### config.mk
export PLATFORM = sky130hd
export DESIGN_NAME = detection_class_argmax_box_decode_top_flat
export DESIGN_NICKNAME = d
export VERILOG_FILES = /design/src/rtl/dcab_pkg.sv /design/src/rtl/dcab_if.sv /design/src/rtl/detection_class_argmax_box_decode_top.sv /design/src/rtl/dcab_cfg.sv /design/src/rtl/dcab_argmax.sv /design/src/rtl/dcab_box.sv /design/src/flat_wrapper.sv
export SDC_FILE = /design/constraint.sdc
export NUM_CORES = 2
export LEC_CHECK = 0
export BUFFER_PORTS_ARGS = -buffer_cell sky130_fd_sc_hd__buf_2
export CAP_MARGIN = 15
export CORE_UTILIZATION = 60
export CTS_CLUSTER_DIAMETER = 100
export CTS_CLUSTER_SIZE = 8
export DETAILED_ROUTE_END_ITERATION = 10
export GPL_TIMING_DRIVEN = 0
export PLACE_DENSITY_LB_ADDON = 0.25
export SYNTH_ARGS = -nofsm -noshare
export SYNTH_HDL_FRONTEND = slang
export SYNTH_SLANG_ARGS = --single-unit
### constraint.sdc
create_clock -name clk_i -period 28.9 [get_ports clk_i]
set_input_delay 0 -clock clk_i [delete_from_list [all_inputs] [get_ports clk_i]]
set_output_delay 0 -clock clk_i [all_outputs]
set_load 0.05 [all_outputs]
### src/rtl/dcab_pkg.sv
// Shared types and constants for the detection class-argmax and box decode block.
// No dependencies; every other file imports this package.
package dcab_pkg;

  localparam int unsigned MaxClasses    = 256;
  localparam int unsigned MaxDetections = 1024;

  localparam int unsigned LogitW = 16;
  localparam int unsigned CoordW = 16;
  localparam int unsigned PixW   = 16;
  localparam int unsigned ClassW = 8;
  localparam int unsigned CountW = 9;
  localparam int unsigned DimW   = 14;
  localparam int unsigned DetW   = 10;
  // 2*center - size needs two more bits than a coordinate
  localparam int unsigned DiffW  = CoordW + 2;
  localparam int unsigned ProdW  = 33;

  localparam int unsigned PaddrW = 4;
  localparam int unsigned PdataW = 32;

  localparam logic [CountW-1:0]        ClassCountRst = CountW'(91);
  localparam logic signed [LogitW-1:0] ThresholdRst  = '0;
  localparam logic [DimW-1:0]          FrameWidthRst  = DimW'(640);
  localparam logic [DimW-1:0]          FrameHeightRst = DimW'(480);

  typedef enum logic [1:0] {
    RegClassCount  = 2'd0,
    RegThreshold   = 2'd1,
    RegFrameWidth  = 2'd2,
    RegFrameHeight = 2'd3
  } dcab_reg_e;

  typedef struct packed {
    logic [CountW-1:0]        class_count;
    logic signed [LogitW-1:0] logit_threshold;
    logic [DimW-1:0]          frame_width;
    logic [DimW-1:0]          frame_height;
  } dcab_cfg_t;

  // Argmax stage result handed to the box decoder
  typedef struct packed {
    logic signed [DiffW-1:0]  diff_x;
    logic signed [DiffW-1:0]  diff_y;
    logic signed [CoordW-1:0] box_width;
    logic signed [CoordW-1:0] box_height;
    logic [ClassW-1:0]        class_label;
    logic signed [LogitW-1:0] score_logit;
    logic [DetW-1:0]          detection_index;
  } dcab_det_t;

endpackage

### src/rtl/dcab_if.sv
// Valid/ready stream interfaces for the input logits and the decoded detections.
// Depends on dcab_pkg for field widths.
interface dcab_in_if import dcab_pkg::*; ();
  logic                     valid;
  logic                     ready;
  logic signed [LogitW-1:0] class_logit;
  logic                     frame_start;
  logic signed [CoordW-1:0] center_x;
  logic signed [CoordW-1:0] center_y;
  logic signed [CoordW-1:0] box_width;
  logic signed [CoordW-1:0] box_height;

  modport source (output valid, class_logit, frame_start, center_x, center_y,
                  box_width, box_height, input ready);
  modport sink   (input valid, class_logit, frame_start, center_x, center_y,
                  box_width, box_height, output ready);
endinterface

interface dcab_out_if import dcab_pkg::*; ();
  logic                     valid;
  logic                     ready;
  logic signed [PixW-1:0]   left;
  logic signed [PixW-1:0]   top;
  logic signed [PixW-1:0]   pixel_width;
  logic signed [PixW-1:0]   pixel_height;
  logic [ClassW-1:0]        class_label;
  logic signed [LogitW-1:0] score_logit;
  logic [DetW-1:0]          detection_index;

  modport source (output valid, left, top, pixel_width, pixel_height, class_label,
                  score_logit, detection_index, input ready);
  modport sink   (input valid, left, top, pixel_width, pixel_height, class_label,
                  score_logit, detection_index, output ready);
endinterface

### src/rtl/detection_class_argmax_box_decode_top.sv
// Detection class-argmax and box decode.
//
// Input channel in_i: one class logit per transfer; class_count transfers make
// one detection. frame_start on a transfer restarts class and detection
// numbering at zero. The box fields are sampled on the final class transfer.
// Output channel out_o: one transfer per detection whose best logit is above
// logit_threshold and whose winning class is not the background class 0.
// Configuration through the APB port; registers at byte addresses 0, 4, 8, 12
// (class_count, logit_threshold, frame_width, frame_height). Write only while
// the block is idle.
// Throughput: one input transfer per cycle while the argmax stage is empty or
// the box decoder takes its detection. The result passes through the argmax
// register, then the multiply and truncation into the result register.
// Reset clears the argmax state, numbering and both valid flags and loads the
// register defaults. When the output is stalled, the result register and the
// argmax stage hold one detection each; input keeps flowing until both are full.
// Depends on dcab_pkg, dcab_if, dcab_cfg, dcab_argmax and dcab_box.
module detection_class_argmax_box_decode_top import dcab_pkg::*; (
  input  logic              clk_i,
  input  logic              rst_ni,
  input  logic              psel,
  input  logic              penable,
  input  logic              pwrite,
  input  logic [PaddrW-1:0] paddr,
  input  logic [PdataW-1:0] pwdata,
  output logic [PdataW-1:0] prdata,
  output logic              pready,
  dcab_in_if.sink           in_i,
  dcab_out_if.source        out_o
);

  dcab_cfg_t cfg;
  dcab_det_t det;
  logic      det_valid;
  logic      det_ready;

  dcab_cfg u_cfg (
    .clk_i   (clk_i),
    .rst_ni  (rst_ni),
    .psel    (psel),
    .penable (penable),
    .pwrite  (pwrite),
    .paddr   (paddr),
    .pwdata  (pwdata),
    .prdata  (prdata),
    .pready  (pready),
    .cfg_o   (cfg)
  );

  dcab_argmax u_argmax (
    .clk_i       (clk_i),
    .rst_ni      (rst_ni),
    .cfg_i       (cfg),
    .in_i        (in_i),
    .det_valid_o (det_valid),
    .det_ready_i (det_ready),
    .det_o       (det)
  );

  dcab_box u_box (
    .clk_i       (clk_i),
    .rst_ni      (rst_ni),
    .cfg_i       (cfg),
    .det_valid_i (det_valid),
    .det_ready_o (det_ready),
    .det_i       (det),
    .out_o       (out_o)
  );

endmodule

### src/rtl/dcab_cfg.sv
// APB-style configuration register file.
// Depends on dcab_pkg for register codes, widths and reset values.
module dcab_cfg import dcab_pkg::*; (
  input  logic              clk_i,
  input  logic              rst_ni,
  input  logic              psel,
  input  logic              penable,
  input  logic              pwrite,
  input  logic [PaddrW-1:0] paddr,
  input  logic [PdataW-1:0] pwdata,
  output logic [PdataW-1:0] prdata,
  output logic              pready,
  output dcab_cfg_t         cfg_o
);

  dcab_cfg_t cfg_q, cfg_d;
  dcab_reg_e reg_sel;
  logic      wr_en;

  assign pready  = 1'b1;
  assign reg_sel = dcab_reg_e'(paddr[3:2]);
  assign wr_en   = psel && penable && pwrite && pready;

  always_comb begin
    cfg_d = cfg_q;
    if (wr_en) begin
      case (reg_sel)
        RegClassCount:  cfg_d.class_count     = pwdata[CountW-1:0];
        RegThreshold:   cfg_d.logit_threshold = pwdata[LogitW-1:0];
        RegFrameWidth:  cfg_d.frame_width     = pwdata[DimW-1:0];
        RegFrameHeight: cfg_d.frame_height    = pwdata[DimW-1:0];
        default:        cfg_d = cfg_q;
      endcase
    end
  end

  always_comb begin
    case (reg_sel)
      RegClassCount:  prdata = PdataW'(cfg_q.class_count);
      RegThreshold:   prdata = PdataW'(cfg_q.logit_threshold);
      RegFrameWidth:  prdata = PdataW'(cfg_q.frame_width);
      RegFrameHeight: prdata = PdataW'(cfg_q.frame_height);
      default:        prdata = '0;
    endcase
  end

  always_ff @(posedge clk_i or negedge rst_ni) begin
    if (!rst_ni) begin
      cfg_q.class_count     <= ClassCountRst;
      cfg_q.logit_threshold <= ThresholdRst;
      cfg_q.frame_width     <= FrameWidthRst;
      cfg_q.frame_height    <= FrameHeightRst;
    end else begin
      cfg_q <= cfg_d;
    end
  end

  assign cfg_o = cfg_q;

endmodule

### src/rtl/dcab_argmax.sv
// Running class argmax over the logits of one detection, detection numbering,
// and the registered stage that holds a passing detection. Depends on dcab_pkg.
module dcab_argmax import dcab_pkg::*; (
  input  logic       clk_i,
  input  logic       rst_ni,
  input  dcab_cfg_t  cfg_i,
  dcab_in_if.sink    in_i,
  output logic       det_valid_o,
  input  logic       det_ready_i,
  output dcab_det_t  det_o
);

  logic [ClassW-1:0]        pos_q, pos_d, pos_cur;
  logic [DetW-1:0]          num_q, num_d, num_cur;
  logic signed [LogitW-1:0] best_logit_q, best_logit_d;
  logic [ClassW-1:0]        best_class_q, best_class_d;
  logic                     s1_valid_q;
  dcab_det_t                s1_q, s1_d;
  logic [CountW-1:0]        count_eff;
  logic                     accept, take, last, emit;

  assign in_i.ready = !s1_valid_q || det_ready_i;
  assign accept     = in_i.valid && in_i.ready;

  always_comb begin
    if (cfg_i.class_count == '0) begin
      count_eff = CountW'(1);
    end else if (cfg_i.class_count > CountW'(MaxClasses)) begin
      count_eff = CountW'(MaxClasses);
    end else begin
      count_eff = cfg_i.class_count;
    end
  end

  // frame start drops any partial detection
  assign pos_cur = in_i.frame_start ? '0 : pos_q;
  assign num_cur = in_i.frame_start ? '0 : num_q;

  assign take         = (pos_cur == '0) || (in_i.class_logit > best_logit_q);
  assign best_logit_d = take ? in_i.class_logit : best_logit_q;
  assign best_class_d = take ? pos_cur : best_class_q;
  assign last         = {1'b0, pos_cur} >= (count_eff - CountW'(1));
  assign emit         = last && (best_class_d != '0)
                        && (best_logit_d > cfg_i.logit_threshold);

  always_comb begin
    if (last) begin
      pos_d = '0;
      num_d = (num_cur == DetW'(MaxDetections - 1)) ? '0 : num_cur + DetW'(1);
    end else begin
      pos_d = pos_cur + ClassW'(1);
      num_d = num_cur;
    end
  end

  always_comb begin
    s1_d.diff_x          = (DiffW'(in_i.center_x) <<< 1) - DiffW'(in_i.box_width);
    s1_d.diff_y          = (DiffW'(in_i.center_y) <<< 1) - DiffW'(in_i.box_height);
    s1_d.box_width       = in_i.box_width;
    s1_d.box_height      = in_i.box_height;
    s1_d.class_label     = best_class_d - ClassW'(1);
    s1_d.score_logit     = best_logit_d;
    s1_d.detection_index = num_cur;
  end

  always_ff @(posedge clk_i or negedge rst_ni) begin
    if (!rst_ni) begin
      pos_q        <= '0;
      num_q        <= '0;
      best_logit_q <= '0;
      best_class_q <= '0;
      s1_valid_q   <= 1'b0;
    end else if (accept) begin
      pos_q        <= pos_d;
      num_q        <= num_d;
      best_logit_q <= best_logit_d;
      best_class_q <= best_class_d;
      s1_valid_q   <= emit;
    end else if (det_ready_i) begin
      s1_valid_q   <= 1'b0;
    end
  end

  always_ff @(posedge clk_i) begin
    if (accept && emit) begin
      s1_q <= s1_d;
    end
  end

  assign det_valid_o = s1_valid_q;
  assign det_o       = s1_q;

  // background class never leaves as a detection
  a_no_background: assert property (@(posedge clk_i) disable iff (!rst_ni)
    s1_valid_q |-> (s1_q.class_label != {ClassW{1'b1}}))
    else $error("background class in detection stage");

  a_last_rewinds: assert property (@(posedge clk_i) disable iff (!rst_ni)
    (accept && last) |=> (pos_q == '0))
    else $error("class position not rewound after final item");

  a_stall_blocks: assert property (@(posedge clk_i) disable iff (!rst_ni)
    !in_i.ready |-> (s1_valid_q && !det_ready_i))
    else $error("input stalled without a held detection");

endmodule

### src/rtl/dcab_box.sv
// Box decode: normalized center box to truncated, saturated pixel corner and size,
// plus the result register. Depends on dcab_pkg and the dcab_out_if interface.
module dcab_box import dcab_pkg::*; (
  input  logic       clk_i,
  input  logic       rst_ni,
  input  dcab_cfg_t  cfg_i,
  input  logic       det_valid_i,
  output logic       det_ready_o,
  input  dcab_det_t  det_i,
  dcab_out_if.source out_o
);

  logic                   out_valid_q;
  logic signed [PixW-1:0] left_q, top_q, width_q, height_q;
  logic signed [PixW-1:0] left_d, top_d, width_d, height_d;
  logic [ClassW-1:0]        class_q;
  logic signed [LogitW-1:0] score_q;
  logic [DetW-1:0]          index_q;
  logic signed [ProdW-1:0]  fw_s, fh_s;
  logic signed [ProdW-1:0]  prod_l, prod_t, prod_w, prod_h;
  logic                     load;

  // divide by 2^15 or 2^14 toward zero, then clamp to 16 bits
  function automatic logic signed [PixW-1:0] trunc_sat(input logic signed [ProdW-1:0] p,
                                                        input logic half);
    logic signed [ProdW-1:0] biased;
    logic signed [ProdW-1:0] q;
    begin
      if (p < 0) begin
        biased = p + (half ? ProdW'(32767) : ProdW'(16383));
      end else begin
        biased = p;
      end
      q = half ? (biased >>> 15) : (biased >>> 14);
      if (q > ProdW'(32767)) begin
        trunc_sat = 16'sh7fff;
      end else if (q < -ProdW'(32768)) begin
        trunc_sat = 16'sh8000;
      end else begin
        trunc_sat = q[PixW-1:0];
      end
    end
  endfunction

  assign fw_s   = ProdW'($signed({1'b0, cfg_i.frame_width}));
  assign fh_s   = ProdW'($signed({1'b0, cfg_i.frame_height}));
  assign prod_l = ProdW'(det_i.diff_x) * fw_s;
  assign prod_t = ProdW'(det_i.diff_y) * fh_s;
  assign prod_w = ProdW'(det_i.box_width) * fw_s;
  assign prod_h = ProdW'(det_i.box_height) * fh_s;

  assign left_d   = trunc_sat(prod_l, 1'b1);
  assign top_d    = trunc_sat(prod_t, 1'b1);
  assign width_d  = trunc_sat(prod_w, 1'b0);
  assign height_d = trunc_sat(prod_h, 1'b0);

  assign det_ready_o = !out_valid_q || out_o.ready;
  assign load        = det_valid_i && det_ready_o;

  always_ff @(posedge clk_i or negedge rst_ni) begin
    if (!rst_ni) begin
      out_valid_q <= 1'b0;
    end else if (det_ready_o) begin
      out_valid_q <= det_valid_i;
    end
  end

  always_ff @(posedge clk_i) begin
    if (load) begin
      left_q   <= left_d;
      top_q    <= top_d;
      width_q  <= width_d;
      height_q <= height_d;
      class_q  <= det_i.class_label;
      score_q  <= det_i.score_logit;
      index_q  <= det_i.detection_index;
    end
  end

  assign out_o.valid           = out_valid_q;
  assign out_o.left            = left_q;
  assign out_o.top             = top_q;
  assign out_o.pixel_width     = width_q;
  assign out_o.pixel_height    = height_q;
  assign out_o.class_label     = class_q;
  assign out_o.score_logit     = score_q;
  assign out_o.detection_index = index_q;

  a_held_result: assert property (@(posedge clk_i) disable iff (!rst_ni)
    (out_valid_q && !out_o.ready) |=> (out_valid_q && $stable(index_q)))
    else $error("stalled result lost or changed");

  a_load_shows: assert property (@(posedge clk_i) disable iff (!rst_ni)
    load |=> (out_valid_q && (index_q == $past(det_i.detection_index))))
    else $error("loaded detection not presented");

  a_out_no_background: assert property (@(posedge clk_i) disable iff (!rst_ni)
    out_valid_q |-> (class_q != {ClassW{1'b1}}))
    else $error("background class in result register");

endmodule

### src/flat_wrapper.sv
// flat-port wrapper written by rule: the top's interface ports become plain ports
module detection_class_argmax_box_decode_top_flat import dcab_pkg::*;
  (clk_i, rst_ni, psel, penable, pwrite, paddr, pwdata, prdata, pready, in_i_valid, in_i_class_logit, in_i_frame_start, in_i_center_x, in_i_center_y, in_i_box_width, in_i_box_height, in_i_ready, out_o_valid, out_o_left, out_o_top, out_o_pixel_width, out_o_pixel_height, out_o_class_label, out_o_score_logit, out_o_detection_index, out_o_ready);
  dcab_in_if in_i_i ();
  dcab_out_if out_o_i ();
  input  logic clk_i;
  input  logic rst_ni;
  input  logic psel;
  input  logic penable;
  input  logic pwrite;
  input  logic [PaddrW-1:0] paddr;
  input  logic [PdataW-1:0] pwdata;
  output logic [PdataW-1:0] prdata;
  output logic pready;
  input wire logic [$bits(in_i_i.valid)-1:0] in_i_valid;
  input wire logic [$bits(in_i_i.class_logit)-1:0] in_i_class_logit;
  input wire logic [$bits(in_i_i.frame_start)-1:0] in_i_frame_start;
  input wire logic [$bits(in_i_i.center_x)-1:0] in_i_center_x;
  input wire logic [$bits(in_i_i.center_y)-1:0] in_i_center_y;
  input wire logic [$bits(in_i_i.box_width)-1:0] in_i_box_width;
  input wire logic [$bits(in_i_i.box_height)-1:0] in_i_box_height;
  output wire logic [$bits(in_i_i.ready)-1:0] in_i_ready;
  output wire logic [$bits(out_o_i.valid)-1:0] out_o_valid;
  output wire logic [$bits(out_o_i.left)-1:0] out_o_left;
  output wire logic [$bits(out_o_i.top)-1:0] out_o_top;
  output wire logic [$bits(out_o_i.pixel_width)-1:0] out_o_pixel_width;
  output wire logic [$bits(out_o_i.pixel_height)-1:0] out_o_pixel_height;
  output wire logic [$bits(out_o_i.class_label)-1:0] out_o_class_label;
  output wire logic [$bits(out_o_i.score_logit)-1:0] out_o_score_logit;
  output wire logic [$bits(out_o_i.detection_index)-1:0] out_o_detection_index;
  input wire logic [$bits(out_o_i.ready)-1:0] out_o_ready;
  assign in_i_i.valid = in_i_valid;
  assign in_i_i.class_logit = in_i_class_logit;
  assign in_i_i.frame_start = in_i_frame_start;
  assign in_i_i.center_x = in_i_center_x;
  assign in_i_i.center_y = in_i_center_y;
  assign in_i_i.box_width = in_i_box_width;
  assign in_i_i.box_height = in_i_box_height;
  assign in_i_ready = in_i_i.ready;
  assign out_o_valid = out_o_i.valid;
  assign out_o_left = out_o_i.left;
  assign out_o_top = out_o_i.top;
  assign out_o_pixel_width = out_o_i.pixel_width;
  assign out_o_pixel_height = out_o_i.pixel_height;
  assign out_o_class_label = out_o_i.class_label;
  assign out_o_score_logit = out_o_i.score_logit;
  assign out_o_detection_index = out_o_i.detection_index;
  assign out_o_i.ready = out_o_ready;
  detection_class_argmax_box_decode_top u_core (.clk_i(clk_i), .rst_ni(rst_ni), .psel(psel), .penable(penable), .pwrite(pwrite), .paddr(paddr), .pwdata(pwdata), .prdata(prdata), .pready(pready), .in_i(in_i_i), .out_o(out_o_i));
endmodule
; ---- Word level (Yosys, flattened, before mapping)
; Index checks and enable logic that the tools add are counted.
[word_totals]
input_bits = 124
reg_bits = 297
word_cells = 99
out_inout_bits = 133
[op_classes]
eq_ne = 4
reduce_logical = 21
add_sub_neg = 10
mul = 4
muxes = 20
order_cmp = 16
[ops]
columns = op, n
row1 = $mux W33, 4
row2 = $pmux W32 S4, 1
row3 = $mux W16, 5
row4 = $add A33 B16 Y33 const B, 2
row5 = $lt A33 B1 Y1 const B, 2
row6 = $mul A18 B15 Y33, 2
row7 = $add A31 B15 Y32 const B, 2
row8 = $lt A31 B1 Y1 const B, 2
row9 = $mul A16 B15 Y31, 2
row10 = $gt A19 B16 Y1 const B, 2
row11 = $lt A19 B16 Y1 const B, 2
row12 = $gt A18 B16 Y1 const B, 2
row13 = $lt A18 B16 Y1 const B, 2
row14 = $sub A17 B16 Y18, 2
row15 = $gt A16 B16 Y1, 2
row16 = $mux W10, 3
row17 = $mux W8, 3
row18 = $mux W9, 2
row19 = $add A10 B1 Y10 const B, 1
row20 = $eq A10 B10 Y1 const B, 1
row21 = $ge A8 B9 Y1, 1
row22 = $gt A9 B9 Y1 const B, 1
row23 = $logic_not A9 Y1, 1
row24 = $sub A9 B1 Y9 const B, 1
row25 = 13 further kinds, 27

; ---- Logic depth before layout (Yosys ltp)
[logic_depth]
depth_word = 8
ltp_mapped = 29
ltp_nobuf = 25

; ---- Cells and area by module
; From an unflattened synthesis, not the netlist that was laid out.
[unflattened]
cells_unflattened = 5471
area_unflattened_um2 = 53052.1
[modules_own_cells]
columns = module, area_per_inst_um2, seq_area_each_um2, instances, cells_per_inst
row1 = dcab_box, 41944.0, 2967.8, 1, 4525
row2 = dcab_argmax, 8540.7, 4078.9, 1, 784
row3 = dcab_cfg, 2567.5, 1340.0, 1, 162

; ---- Worst setup path after synthesis
; No wires, ideal clock.
[synth_path]
path_type = reg-to-reg
from = reg u_core.u_argmax.best_logit_q[9]
to = reg u_core.u_argmax.s1_valid_q, in the netlist u_core.u_argmax.det_valid_o
setup_ps = 127
n_path_buf = 3
synth_period_minus_slack_ps = 12296
path_stages_with_launch = 25
arrival_time_ps = 12169
t_required_ps = 28773
setup_slack_ps = 16604
cell_sequence = dfrtp_1 > inv_1 > ha_1 > and4_1 > nand3_1 > nor2_1 > o211ai_1 > a31oi_1 > or2_2 > clkbuf_1 > buf_1 > clkbuf_1 > o21ai_0 > ha_1 > nor2b_1 > o21a_1 > o21a_1 > o21a_1 > o21bai_1 > a21oi_1 > o31ai_1 > nand3_1 > o2111ai_1 > a311oi_1 > o21bai_1
[synth_between]
word_cells_on_any_way = 9
classes_between = 2 x order compare / 3 x mux / 4 x reduce/logical
[synth_lines]
columns = element, line
row1 = from (decl), dcab_argmax.sv:15  ; logic signed [LogitW-1:0] best_logit_q, best_logit_d;
row2 = from (signal assigned), dcab_argmax.sv:76  ; best_logit_q <= best_logit_d;
row3 = $gt A16 B16 Y1, dcab_argmax.sv:39  ; assign take = (pos_cur == '0) || (in_i.class_logit > best_logit_q);
row4 = $logic_or A1 B1 Y1, dcab_argmax.sv:39
row5 = $mux W16, dcab_argmax.sv:40  ; assign best_logit_d = take ? in_i.class_logit : best_logit_q;
row6 = via u_core.u_argmax.best_logit_d[1], dcab_argmax.sv:15
row7 = $gt A16 B16 Y1, dcab_argmax.sv:44  ; && (best_logit_d > cfg_i.logit_threshold);
row8 = $logic_and A1 B1 Y1, dcab_argmax.sv:44
row9 = $mux W1, dcab_argmax.sv:73  ; end else if (accept) begin
row10 = to (signal assigned), dcab_argmax.sv:78  ; s1_valid_q <= emit;
row11 = to (decl), dcab_argmax.sv:17  ; logic s1_valid_q;
; The timed path passes the listed nets, and every way through them passes these cells.
; A chain may end at the register's enable or synchronous reset.

; ---- Worst setup path in the final report
[layout_path]
from = reg u_core.u_cfg.cfg_q (netlist bit u_core.u_cfg.cfg_o[8])
to = reg u_core.u_box.top_q[11], in the netlist u_core.u_box.out_o.top[11] (data pin)
[layout_between]
elab_chain_cells = 5
word_cells_on_any_way = 7
classes_between = 1 x add/sub / 1 x mul / 3 x order compare / 2 x mux
[layout_lines]
columns = element, line
row1 = from (decl), dcab_cfg.sv:16  ; dcab_cfg_t cfg_q, cfg_d;
row2 = from (signal assigned), dcab_cfg.sv:54  ; cfg_q <= cfg_d;
row3 = $mul A18 B15 Y33 (*), dcab_box.sv:48  ; assign prod_t = ProdW'(det_i.diff_y) * fh_s;
row4 = $add A33 B16 Y33 / $lt A33 B1 Y1 (equally long branches), "dcab_box.sv:30, dcab_box.sv:29"
row5 = $mux W33 (*), dcab_box.sv:29  ; if (p < 0) begin
row6 = $lt A18 B16 Y1, dcab_box.sv:37  ; end else if (q < -ProdW'(32768)) begin
row7 = $mux W16, dcab_box.sv:37
row8 = to (signal assigned), dcab_box.sv:71  ; top_q <= top_d;
row9 = to (decl), dcab_box.sv:14  ; logic signed [PixW-1:0] left_q, top_q, width_q, height_q;
; Mark *: on every way between the ends. The rest lies on a longest branch, timed or not.

==> results.cfg <==
[status]
outcome = finished clean

[layout]
drive_gt1_frac = 0.07760
n_antenna_cell = 0
nets = 7302
area_delta_synth_final_pct = 10.32
instances_no_fill = 7046
fill_cells = 6771
seq_area_sq_um = 8387
multiInputGateArea_sq_um = 38540

[synthesis]
syn_nets = 6892
ys.flop_type = edfxtp_1
synthCells = 5460
avgSynthCellArea_sq_um = 9.543
synth_edf_count = 198
netlist_area_sq_um = 52100
synth_top_area_frac = 0.3527
ys_seq_area_frac = 0.1610
yosysUniqueCellTypes = 99
synth_area_leader_cell = fa_1
synthTopCellsByArea = fa_1 35%, edfxtp_1 11%, ha_1 9.4%
synth-seq-cells = 295
ys_warn_count = 0
ys_async_sr_fraction = 0.3288

[sta]
finalHoldViolations = 0
clock.fmax_mhz = 109.8
min_period_over_period = 0.3150
finalMaxSlewViolations = 0
setup_viol = 0
worst_pin_slew_ps = 963.2
fin_crit_ps = 9104
max_slew_margin = 0.3560
skew_ps = 68.97
tns_ps = 0
rsz0062_at_grt = no

[die]
rows = 107
die_w_um = 296.7
core_sq_um = 85550
dieArea_sq_um = 88020
io_pins = 257
start_util = 0.6091
die_h_um = 296.7

[grt]
antenna_found_initial = 1
grt_pass1_vias = 41262
grt_usage = 0.3255
grt_overflow_total = 0
grt_first_pass_wirelength_um = 221300
grt_max_degree = 71

[drt]
vias = 39790
routed_via_density = 5.647
drt_wl_total_um = 137300
drc = 0
dr.pass1.iters = 7
wl_per_cell_um = 19.48
drtIter0Drc = 2678
ant_nets = 0

[setup_path]
cp-end-kind = flip-flop
slowest_delay_ps = 720
critical_path.most_common_cell = fa_1
worst_path_max_delay_cell = clkbuf_1
crit_fanout = 10
crit_path_start_kind = flip-flop
required_ps = 29280
cp.arrival_ps = 9480
worstSetupPathType = reg2reg

[clocking]
insertion_delay_ps = 660
clockRootBuffer = clkbuf_16
clock-sinks = 295
post_cts_buffers = 0
cts_buffers = 45
hold_buffers = 117
cts_tree = yes
htree_levels = 2
clk_pin_slew_worst_paths_ps = 50
post_cts_resize_count = 0
max-clock-path-buffers = 3

[placement]
placedCellCount = 6850
dpl.hpwl_um = 111700
gp_congestion = 0.9464
portBuffers = 235

[job]
cap_violations = 0

[hold_path]
hp-class = in2reg
## layout by cell type (no fill, tap or decap), types with 137 or more instances in the layout
master    count
and2_1      604
edfxtp_1    198
inv_1      1105
xnor2_1     137
fa_1        918
o21ai_0     169
buf_2       244
a21oi_1     139
clkbuf_1    237
ha_1        390
nand2_1     516
## cells by family after synthesis
| group | synth area share |
|---|---|
| and+or+nand+nor | 0.1584 |
| xor gates and xnor gates | 0.03360 |
| adders and majority gates | 0.4464 |
| AOI/OAI and AO/OA | 0.08282 |
| muxes | 0.01801 |
| DFF | 0.1610 |
| buffers and inverters | 0.09973 |
| other | 0.00007197 |
## critical path, delay by kind of cell, from the launching register on
kind,cells,cell delay (ps)
fa+ha+maj,7,3290
compound gates,5,1170
flops,1,510
buf+inv,8,1910
xor+xnor,1,210
mux,1,240
simple gates,5,1480
## final timing paths
check | start | endpoint | slack [ps] | cells after the start
hold / removal | in_i_box_height[3] | u_core.u_argmax.det_o[37] | 70 | 2
setup / recovery | u_core.u_cfg.cfg_o[8] | u_core.u_box.out_o.top[11] | 19800 | 27
max in group asynchronous | rst_ni | u_core.u_cfg.cfg_o[47] | 28090 | 4
hold reg to reg | u_core.u_argmax.det_o[21] | u_core.u_box.out_o.score_logit[11] | 410 | 0
setup reg to reg | u_core.u_cfg.cfg_o[8] | u_core.u_box.out_o.top[11] | 19800 | 27
min in group asynchronous | rst_ni | u_core.u_argmax.best_logit_q[10] | 420 | 4
## cell usage after synthesis (all sizes together), types with 13 or more instances
master / count
o211ai: 22
nor3: 60
nor2b: 39
nand4: 29
mux2: 52
and2: 605
fa: 918
a21oi: 149
nand3: 48
xnor2: 138
nor2: 125
mux2i: 15
inv: 1106
a21boi: 19
a311oi: 13
o21a: 27
dfrtp: 86
and3: 25
nor4: 25
clkbuf: 214
a211oi: 25
o21ai: 177
o31ai: 13
edfxtp: 198
a21o: 69
a31oi: 29
xor2: 61
nand2b: 19
nand2: 516
ha: 390
buf: 36
or3: 23
## state kept, by name (all words and copies together), names as in the netlist
signal                              flops
u_core.u_box.out_o.top                 16
u_core.u_box.out_o.pixel_width         16
u_core.u_argmax.num_q                  10
u_core.u_argmax.det_o                 100
u_core.u_argmax.pos_q                   8
u_core.u_box.out_o.class_label          8
u_core.u_box.out_o.score_logit         16
u_core.u_argmax.best_logit_q           16
u_core.u_box.out_o.pixel_height        16
u_core.u_box.out_o.detection_index     10
u_core.u_cfg.cfg_o                     53
u_core.u_argmax.det_valid_o             1
u_core.u_argmax.best_class_q            8
u_core.u_box.out_o.valid                1
u_core.u_box.out_o.left                16
## area by class of cell
cell class              count  area share
multi-input cells        3808      0.6705
flip-flops and latches    295      0.1459
inverters                1107     0.07229
repair buffers            363     0.04417
well taps                1144     0.02490
clock buffers              71     0.02129
plain buffers             250     0.01811
clock inverters             8    0.002808
## routing by layer
layer / wire (um) / track usage / share of wire
met5: 13 / 0 / 0.000095
met1: 54620 / 0.4317 / 0.40
met4: 5817 / 0.1231 / 0.042
met2: 64280 / 0.5256 / 0.47
met3: 12530 / 0.06986 / 0.091
## through the flow
stage                     cell area, sq um  utilization  setup slack, ps  hold WS [ps]
after floorplan                      52100            -            16600        -295.6
after global placement               54710       0.6395            10000         191.1
after detailed placement             54910       0.6419            20010        -29.52
after CTS                            57480       0.6719            19910         39.70
after global routing                 57480       0.6719            19410         57.28
final                                57480       0.6719            19800         71.48
Power is not shown: default switching activity piles up to over one toggle a cycle in this logic, so the estimate is an artifact.
